--- src/rtl/vfpe_pkg.sv ---
package vfpe_pkg;

    localparam int HANDLE_W    = 16;
    localparam int FBITS_W     = 14;
    localparam int VID_W       = 12;
    localparam int PCP_W       = 3;
    localparam int CLS_W       = 3;
    localparam int MAX_CLASSES = 8;
    localparam int RATE_W      = 7;
    localparam int CNT_W       = 3;
    localparam int MAX_VLANS   = 4;
    localparam int CFG_IDX_W   = 3;
    localparam int CFG_DATA_W  = 12;
    localparam int TOTAL_OUT_W = 8;

    localparam logic [FBITS_W-1:0] IFG_BITS = FBITS_W'(96);
    localparam logic [RATE_W-1:0]  RATE_MAX = RATE_W'(64);

    localparam logic CMD_TICK  = 1'b0;
    localparam logic CMD_FRAME = 1'b1;

    localparam logic [CFG_IDX_W-1:0] CFG_BITS_PER_TICK = 3'd0;
    localparam logic [CFG_IDX_W-1:0] CFG_ALLOWED_COUNT = 3'd1;
    localparam logic [CFG_IDX_W-1:0] CFG_VLAN_A        = 3'd2;
    localparam logic [CFG_IDX_W-1:0] CFG_VLAN_B        = 3'd3;
    localparam logic [CFG_IDX_W-1:0] CFG_VLAN_C        = 3'd4;
    localparam logic [CFG_IDX_W-1:0] CFG_VLAN_D        = 3'd5;

    typedef enum logic [2:0] {
        EV_TICK       = 3'd0,
        EV_QUEUED     = 3'd1,
        EV_VLAN_DENY  = 3'd2,
        EV_NO_TAG     = 3'd3,
        EV_CLASS_FULL = 3'd4
    } ev_t;

    typedef enum logic [1:0] {
        LINK_IDLE = 2'd0,
        LINK_TX   = 2'd1,
        LINK_IFG  = 2'd2
    } link_t;

    typedef enum logic [1:0] {
        SEQ_IDLE,
        SEQ_READ,
        SEQ_LOAD
    } seq_t;

    typedef logic [MAX_VLANS-1:0][VID_W-1:0] vlan_list_t;

    typedef struct packed {
        logic [VID_W-1:0]    vid;
        logic [FBITS_W-1:0]  fbits;
        logic [HANDLE_W-1:0] handle;
    } desc_t;

    typedef struct packed {
        logic pass;
        ev_t  code;
    } filt_t;

    typedef struct packed {
        logic             enq;
        logic             bypass;
        logic             deq;
        logic [CLS_W-1:0] cls;
        desc_t            desc;
    } q_req_t;

    typedef struct packed {
        logic [MAX_CLASSES-1:0] full;
        logic                   any;
        logic [CLS_W-1:0]       top;
    } q_stat_t;

endpackage

--- src/rtl/vfpe_vlan_filter.sv ---
module vfpe_vlan_filter (
    input  logic                           tagged_req,
    input  logic [vfpe_pkg::VID_W-1:0]     vid,
    input  logic [vfpe_pkg::CNT_W-1:0]     allowed_count,
    input  vfpe_pkg::vlan_list_t           allowed_list,
    output vfpe_pkg::filt_t                verdict
);

    logic [vfpe_pkg::CNT_W-1:0] n;
    logic                       hit;

    always_comb
    begin
        n = (allowed_count > vfpe_pkg::CNT_W'(vfpe_pkg::MAX_VLANS))
            ? vfpe_pkg::CNT_W'(vfpe_pkg::MAX_VLANS) : allowed_count;
        hit = 1'b0;
        for (int i = 0; i < vfpe_pkg::MAX_VLANS; i++)
        begin
            if ((vfpe_pkg::CNT_W'(i) < n) && (allowed_list[i] == vid))
            begin
                hit = 1'b1;
            end
        end
        // empty list is checked before the tag
        if ((n == '0) || !tagged_req)
        begin
            verdict.pass = 1'b0;
            verdict.code = vfpe_pkg::EV_NO_TAG;
        end
        else if (!hit)
        begin
            verdict.pass = 1'b0;
            verdict.code = vfpe_pkg::EV_VLAN_DENY;
        end
        else
        begin
            verdict.pass = 1'b1;
            verdict.code = vfpe_pkg::EV_QUEUED;
        end
    end

endmodule

--- config.mk ---
export PLATFORM = sky130hd
export DESIGN_NAME = vfpe_vlan_filter
export DESIGN_NICKNAME = d
export VERILOG_FILES = /design/src/rtl/vfpe_pkg.sv /design/src/rtl/vfpe_vlan_filter.sv
export SDC_FILE = /design/constraint.sdc
export NUM_CORES = 1
export LEC_CHECK = 0
export CAP_MARGIN = 20
export CORE_AREA = 2 2 39 41
export DETAILED_ROUTE_END_ITERATION = 8
export DIE_AREA = 0 0 41 43
export DONT_BUFFER_PORTS = 1
export GPL_ROUTABILITY_DRIVEN = 0
export PLACE_DENSITY_LB_ADDON = 0.08
export SYNTH_ARGS = -nofsm -noshare
export SYNTH_HDL_FRONTEND = slang
export SYNTH_SLANG_ARGS = --single-unit
export TNS_END_PERCENT = 1
--- constraint.sdc ---
create_clock -name vclk -period 2.7
set_clock_uncertainty 0.05 [all_clocks]
set_input_delay 0.27 -clock vclk [all_inputs]
set_output_delay 0.27 -clock vclk [all_outputs]
set_load 0.03 [all_outputs]
# ---- After elaboration in Yosys (flattened, before gate mapping)
# Cells that the tools add are included.
# Widths: inputs -> output; s select.
dict set report classes {
  order_cmp 5
  n_eq_ne 4
  muxes 7
  reduce_logical 7
}
# operator n
set ops {}
lappend ops {{$eq 12x12->1} 4}
lappend ops {{$mux 4} 2}
lappend ops {{$lt 1x3->1 const A} 2}
lappend ops {{$lt 2x3->1 const A} 2}
lappend ops {{$logic_and 1x1->1} 4}
lappend ops {{$mux 1} 4}
lappend ops {{$gt 3x3->1 const B} 1}
lappend ops {{$logic_not 3->1} 1}
lappend ops {{$mux 3} 1}
lappend ops {{$logic_not 1->1} 1}
lappend ops {{$logic_or 1x1->1} 1}
dict set report totals {
  ff_bits 0
  inputBits 64
  output_inout_bits 4
  wordCells 23
}

# ---- Depth between registers and ports, before layout
# Gate-level depths: netlist of the first run.
dict set report logic_depth {
  ltp_word 10
  ltp_mapped 6
  depth_no_buf 5
}

# ---- Worst setup path after synthesis of the first run
# No wires, ideal clock.
dict set report synth_path {
  path_type {input port to output port}
  start {input vid[7] (netlist bit)}
  end {output verdict[1] (netlist bit)}
  arrival_ns 1.903
  required_ns 2.380
  path_slack_ns 0.477
  stages 6
  path_buffers 1
  path_cell_list {buf_4 > xnor2_1 > nand4_1 > nor3_1 > o41a_1 > o31ai_1}
}
# item line
set synth_rtl {}
lappend synth_rtl {{from (decl)} vfpe_vlan_filter.sv:3} ;# input logic [vfpe_pkg::VID_W-1:0] vid,
lappend synth_rtl {{to (decl)} vfpe_vlan_filter.sv:6} ;# output vfpe_pkg::filt_t verdict

==> impl_metrics.tcl, run 1 <==
set metrics [dict create \
    cp_cell_sequence "xnor2_1 -> nand4_1 -> nor3_1 -> o41a_1 -> or4b_1" \
    antenna_cells 0 \
    peakVddDrop_mv 0.04950 \
    start_kind "input pin" \
    synth.most_common_cell "xnor2_1" \
    io_buffers 0 \
    firstDrtPassIters 1 \
    core_area_sq_um 1384 \
    critPathKind "input pin to output port" \
    regArea_sq_um 0 \
    drc 0 \
    synth_compound_area_frac 0.07487 \
    rsz0062_at_grt "false" \
    whs_path_depth 2 \
    cp_slowest_cell "or4b_1" \
    placed_area_sq_um 624.3 \
    maxCapViolCount 0 \
    p_seq_frac 0 \
    die_x_um 41 \
    postRouteAntennaNets 0 \
    synth.distinct_cells 15 \
    synth_common_cells "xnor2_1 (48), nand4_1 (12), buf_4 (11)" \
    routedWlPerCell_um 15.89 \
    fp.dieH_um 43 \
    sw_frac_of_total 0.3358 \
    syn_avg_cell_area_sq_um 8.068 \
    grt_pass1_wl_um 2256 \
    holdWs_ns 0.8095 \
    hp-class "input pin to output port" \
    critPathRequiredTime_ns 2.38 \
    final_area_sq_um 624.3 \
    yosys.area_share.simple 0.1658 \
    grt_max_degree 5 \
    crit_fanout 3 \
    yosysSeqAreaShare 0 \
    grt_pass1_vias 565 \
    powerDensity_nw_per_um2 131.1 \
    nets 141 \
    synth_area_leaders "xnor2_1 (60%), buf_4 (12%), nand4_1 (11%)" \
    setup_violations 0 \
    n_fill_cell 159 \
    grtUsageTotal 0.1738 \
    io_pins 68 \
    min_period_ns 2.047 \
    max_freq_mhz 488.4 \
    holdPathEnd "verdict[3]" \
    crit_path_end_kind "output port" \
    intPower_mw 0.05438 \
    syn-num-nets 151 \
    synth_area_sq_um 701.9 \
    crit_path_max_incr_delay_ns 0.71 \
    rows 14 \
    num-clock-buffers 0 \
    area_delta_synth_final_pct -11.05 \
    yosysTopAreaCellShare 0.5989 \
    synth-xor-area-share 0.5989 \
    cts_hold_buf 0 \
    power.leakage_nw 0.1397 \
    finalPower_mw 0.08187 \
    arrival_ns 1.73 \
    worstHoldStart "tagged_req" \
    yosysWarnings 0 \
    dieArea_sq_um 1763 \
    cts_setup_buffers 0 \
    drt_iter0_drc 0 \
    ctsResizeCount 0 \
    start_util 0.5072 \
    combPwrFrac 1.000 \
    finalMaxSlewViolations 0 \
    fin_setup_tns_ns 0 \
    design.seq.count 0 \
    grt_overflow 0 \
    routed_wl_um 1446 \
    synth_fa_ha_area_frac 0 \
    drive_gt1_frac 0.04000 \
    netSwitchingPower_mw 0.02749 \
    via_per_inst 5.813 \
    period_share 0.7583 \
    synth_mux_area_frac 0 \
    vias 529 \
    postSynthCellCount 87 \
    status "finished, final reports clean" \
    synth_top_family_by_area "XOR/XNOR gates" \
    hold_violations 0 \
    power.share.clock 0 \
    antenna_found_initial 0 \
    synth_top_area_cell "xnor2_1" \
]
critical path, delay by kind of cell:
family	cells	cell delay [ns]
XOR/XNOR	1	0.10
AO/OA/AOI/OAI	1	0.46
AND/OR/NAND/NOR	3	0.90
how the worst max path moves through the flow:
| stage | end | cells past startpoint | start | slack [ns] |
|---|---|---|---|---|
| 4_1_cts | verdict[0] | 5 | vid[8] | 0.65 |
| 6_report | verdict[0] | 5 | allowed_list[14] | 0.65 |
| 5_1_grt | verdict[0] | 5 | vid[7] | 0.60 |
| 3_5_place_dp | verdict[0] | 5 | vid[8] | 0.66 |
| 3_3_place_gp | verdict[0] | 5 | vid[8] | 0.65 |
| 2_1_floorplan | verdict[1] | 6 | vid[7] | 0.48 |
per-stage QoR:
step | setup WS, ns | utilization | cells
floorplan | 0.4767 | - | 87
global placement | 0.6521 | 0.4512 | 91
detailed placement | 0.6592 | 0.4512 | 91
CTS | 0.6500 | 0.4512 | 91
global route | 0.6016 | 0.4512 | 91
finish | 0.6526 | 0.4512 | 91
kinds of logic after synthesis:
kind of cell,after synthesis
and+or+nand+nor,18
AOI/OAI and AO/OA,6
xor gates and xnor gates,48
other,1
buffers and inverters,14
area by class of cell:
type	count	area, sq um	share of cell area
multi-input cells	73	593.1	0.9499
inverters	1	3.754	0.006012
well taps	16	20.02	0.03206
repair buffers	1	7.507	0.01202
cells in the final DEF, fill, tap and decap left out, drive strengths merged:
master  instances
o31ai           1
nand4          12
buf             1
conb            1
or4b            1
o41a            1
nor4            1
inv             1
o21a            2
o31a            2
xnor2          48
nor3            4
power groups by stage:
stage / clock network, mW / logic, mW / registers [mW]
CTS: 0 / 0.0832 / 0
finish: 0 / 0.0819 / 0
global route: 0 / 0.0941 / 0
detailed placement: 0 / 0.0827 / 0
global placement: 0 / 0.0821 / 0
floorplan: 0 / 0.102 / 0
metal layers:
| layer | track usage | up-vias | share of wire |
|---|---|---|---|
| met3 | 0.03141 | 0 | 0.14 |
| met2 | 0.3094 | 37 | 0.50 |
| li1 | - | 266 | - |
| met4 | 0 | 0 | 0 |
| met1 | 0.2184 | 226 | 0.37 |
| met5 | 0 | - | 0 |
No activity file was read; power rests on OpenSTA's default activity.
==> inputs of run 2 (changes only) <==
==> constraint.sdc (replaced) <==
create_clock -name vclk -period 2
set_clock_uncertainty 0.05 [all_clocks]
set_input_delay 0.2 -clock vclk [all_inputs]
set_output_delay 0.2 -clock vclk [all_outputs]
set_load 0.03 [all_outputs]
==> impl_metrics.tcl, run 2 (same netlist as run 1, synthesis figures left out) <==
set metrics [dict create \
    status "finished, final reports clean" \
    drive_gt1_frac 0.05333 \
    place_hpwl_um 1453 \
    routedWlPerCell_um 16.84 \
    dp_slack_ns 0.08238 \
    hold_violations 0 \
    antenna_cells 0 \
    cp_slowest_cell "or4b_1" \
    cp_top_family "simple AND/OR/NAND/NOR gates" \
    crit_buf_inv 0 \
    io_buffers 0 \
    period_share 0.9563 \
    nets 141 \
    n_fill_cell 155 \
    setup_violations 0 \
    grt_pass1_wl_um 2159 \
    crit_path_end_kind "output port" \
    worstHoldStart "tagged_req" \
    peakVddDrop_mv 0.07141 \
    crit_fanout 4 \
    firstDrtPassIters 2 \
    utilization 0.4548 \
    die_x_um 41 \
    finalPower_mw 0.1112 \
    crit_cells 5 \
    whs_path_depth 2 \
    setup_ws_ns 0.08744 \
    grt_overflow 0 \
    postRouteAntennaNets 0 \
    start_kind "input pin" \
    critPathKind "input pin to output port" \
    cts_hold_buf 0 \
    io_pins 68 \
    maxCapViolCount 0 \
    routed_wl_um 1532 \
    power.leakage_nw 0.1365 \
    via_per_inst 5.934 \
    num-clock-buffers 0 \
    rsz0062_at_grt "false" \
    fin_setup_tns_ns 0 \
    regArea_sq_um 0 \
    final_common_cell "xnor2_1" \
    cts_setup_buffers 0 \
    powerDensity_nw_per_um2 176.7 \
    hp-class "input pin to output port" \
    max_freq_mhz 522.9 \
    cp-startpoint "vid[9]" \
    core_area_sq_um 1384 \
    grtUsageTotal 0.1708 \
    crit_path_max_incr_delay_ns 0.71 \
    arrival_ns 1.66 \
    cp_cell_sequence "xnor2_1 -> nand4_1 -> nor3_1 -> o41a_1 -> or4b_1" \
    antenna_found_initial 0 \
    ctsResizeCount 0 \
    grt_pass1_vias 553 \
    rows 14 \
    layout_common_cells "xnor2_1 (48), nand4_1 (12), nor3_1 (3), o31a_1 (2)" \
    dieArea_sq_um 1763 \
    vias 540 \
    min_period_ns 1.913 \
    final_area_sq_um 629.4 \
    area_delta_synth_final_pct -10.34 \
    placed_area_sq_um 629.4 \
    design.seq.count 0 \
    finalMaxSlewViolations 0 \
    fp.dieH_um 43 \
    drt_iter0_drc 1 \
    drc 0 \
    critPathRequiredTime_ns 1.75 \
    grt_max_degree 5 \
    start_util 0.5072 \
]
-- run 2: cell counts in the layout (fill, tap and decap cells not counted) --
Identical to the previous run, type by type.
-- run 2: final cells by class --
class	instances	area, sq um	area share
Tap cell	16	20.02	0.03181
Inverter	1	3.754	0.005964
Multi-Input combinational cell	73	598.1	0.9503
Timing Repair Buffer	1	7.507	0.01193
-- run 2: worst paths after layout --
kind / to / slack (ns)
setup / recovery: verdict[0] / 0.09
hold / removal: verdict[3] / 0.67
-- run 2: stage by stage --
stage | cells | hold slack, ns
floorplan | 87 | 0.6051
global placement | 91 | 0.6715
detailed placement | 91 | 0.6734
CTS | 91 | 0.6734
global route | 91 | 0.6859
finish | 91 | 0.6707
-- run 2: metal layers --
| metal | vias up | share of wire | routed length [um] | global-route usage |
|---|---|---|---|---|
| met2 | 41 | 0.53 | 807 | 0.3281 |
| met5 | - | 0 | 0 | 0 |
| met1 | 235 | 0.32 | 491 | 0.1899 |
| met4 | 0 | 0 | 0 | 0 |
| met3 | 0 | 0.15 | 233 | 0.03141 |
| li1 | 264 | - | - | - |
-- run 2: where the power goes --
part / internal [mW] / leakage [nW] / switching (mW) / total, mW
clock network: 0 / 0 / 0 / 0
registers: 0 / 0 / 0 / 0
logic: 0.0735 / 0.137 / 0.0377 / 0.111
==> inputs of run 3 (changes only) <==
--- a/config.mk
+++ b/config.mk
@@ -5,13 +5,14 @@
 export SDC_FILE = /design/constraint.sdc
 export NUM_CORES = 1
 export LEC_CHECK = 0
+export ABC_CLOCK_PERIOD_IN_PS = 2000
 export CAP_MARGIN = 20
 export CORE_AREA = 2 2 39 41
 export DETAILED_ROUTE_END_ITERATION = 8
 export DIE_AREA = 0 0 41 43
 export DONT_BUFFER_PORTS = 1
 export GPL_ROUTABILITY_DRIVEN = 0
-export PLACE_DENSITY_LB_ADDON = 0.08
+export PLACE_DENSITY = 0.79
 export SYNTH_ARGS = -nofsm -noshare
 export SYNTH_HDL_FRONTEND = slang
 export SYNTH_SLANG_ARGS = --single-unit
==> impl_metrics.tcl, run 3 (same netlist as run 1, synthesis figures left out) <==
set metrics [dict create \
    core_area_sq_um 1384 \
    rsz0062_at_grt "false" \
    io_pins 68 \
    period_share 0.9604 \
    final_common_cell "xnor2_1" \
    via_per_inst 6.022 \
    finalMaxSlewViolations 0 \
    crit_path_end_kind "output port" \
    firstDrtPassIters 1 \
    rows 14 \
    arrival_ns 1.67 \
    setup_violations 0 \
    max_freq_mhz 520.6 \
    grt_pass1_wl_um 2208 \
    design.seq.count 0 \
    crit_fanout 3 \
    start_util 0.5072 \
    die_x_um 41 \
    drc 0 \
    io_buffers 0 \
    multi_input_area_sq_um 598.1 \
    cts_setup_buffers 0 \
    antenna_found_initial 0 \
    min_period_ns 1.921 \
    routed_wl_um 1595 \
    dieArea_sq_um 1763 \
    dpl.cell_count 91 \
    status "finished, final reports clean" \
    grtUsageTotal 0.1738 \
    hp-class "input pin to output port" \
    cts_hold_buf 0 \
    drt_iter0_drc 0 \
    postRouteAntennaNets 0 \
    dp_slack_ns 0.07670 \
    antenna_cells 0 \
    start_kind "input pin" \
    regArea_sq_um 0 \
    stdcell_count 91 \
    grt_pass1_vias 572 \
    critPathRequiredTime_ns 1.75 \
    utilization 0.4548 \
    fp.dieH_um 43 \
    grt_max_degree 5 \
    peakVddDrop_mv 0.06972 \
    layout_common_cells "xnor2_1 (48), nand4_1 (12), nor3_1 (3), o31a_1 (2)" \
    fin_setup_tns_ns 0 \
    hold_violations 0 \
    nets 141 \
    routedWlPerCell_um 17.53 \
    grt_overflow 0 \
    maxCapViolCount 0 \
    num-clock-buffers 0 \
    drive_gt1_frac 0.05333 \
    n_fill_cell 145 \
    ctsResizeCount 0 \
    finalPower_mw 0.1130 \
    powerDensity_nw_per_um2 179.6 \
    setup_ws_ns 0.07918 \
    area_delta_synth_final_pct -10.34 \
    vias 548 \
    critPathKind "input pin to output port" \
    power.leakage_nw 0.1365 \
]
run 3: metrics by stage:
stage | hold slack (ns) | area (sq um)
floorplan | 0.6051 | 706.9
global placement | 0.6674 | 629.4
detailed placement | 0.6762 | 629.4
CTS | 0.6762 | 629.4
global route | 0.6821 | 629.4
finish | 0.6757 | 629.4
run 3: cell type report:
| cell class | count | area share |
|---|---|---|
| Inverter | 1 | 0.005964 |
| Tap cell | 16 | 0.03181 |
| Timing Repair Buffer | 1 | 0.01193 |
| Multi-Input combinational cell | 73 | 0.9503 |
run 3: routing by layer:
metal,part of all wire,vias to the layer above,track usage
met3,0.13,0,0.01571
met2,0.54,46,0.3563
met5,0,-,0
met1,0.33,237,0.1804
li1,-,265,-
met4,0,0,0
run 3: worst max-delay path: stages:
cell	delay, ns
xnor2_1	0.11
nand4_1	0.11
nor3_1	0.08
o41a_1	0.46
or4b_1	0.71
run 3: final timing paths:
check / start / end / slack [ns] / cells past startpoint
max: allowed_list[19] / verdict[0] / 0.08 / 5
min: tagged_req / verdict[3] / 0.68 / 2
run 3: where the power goes:
part	leakage, nW	switching, mW	internal, mW
combinational	0.137	0.0395	0.0735
sequential	0	0	0
clock	0	0	0
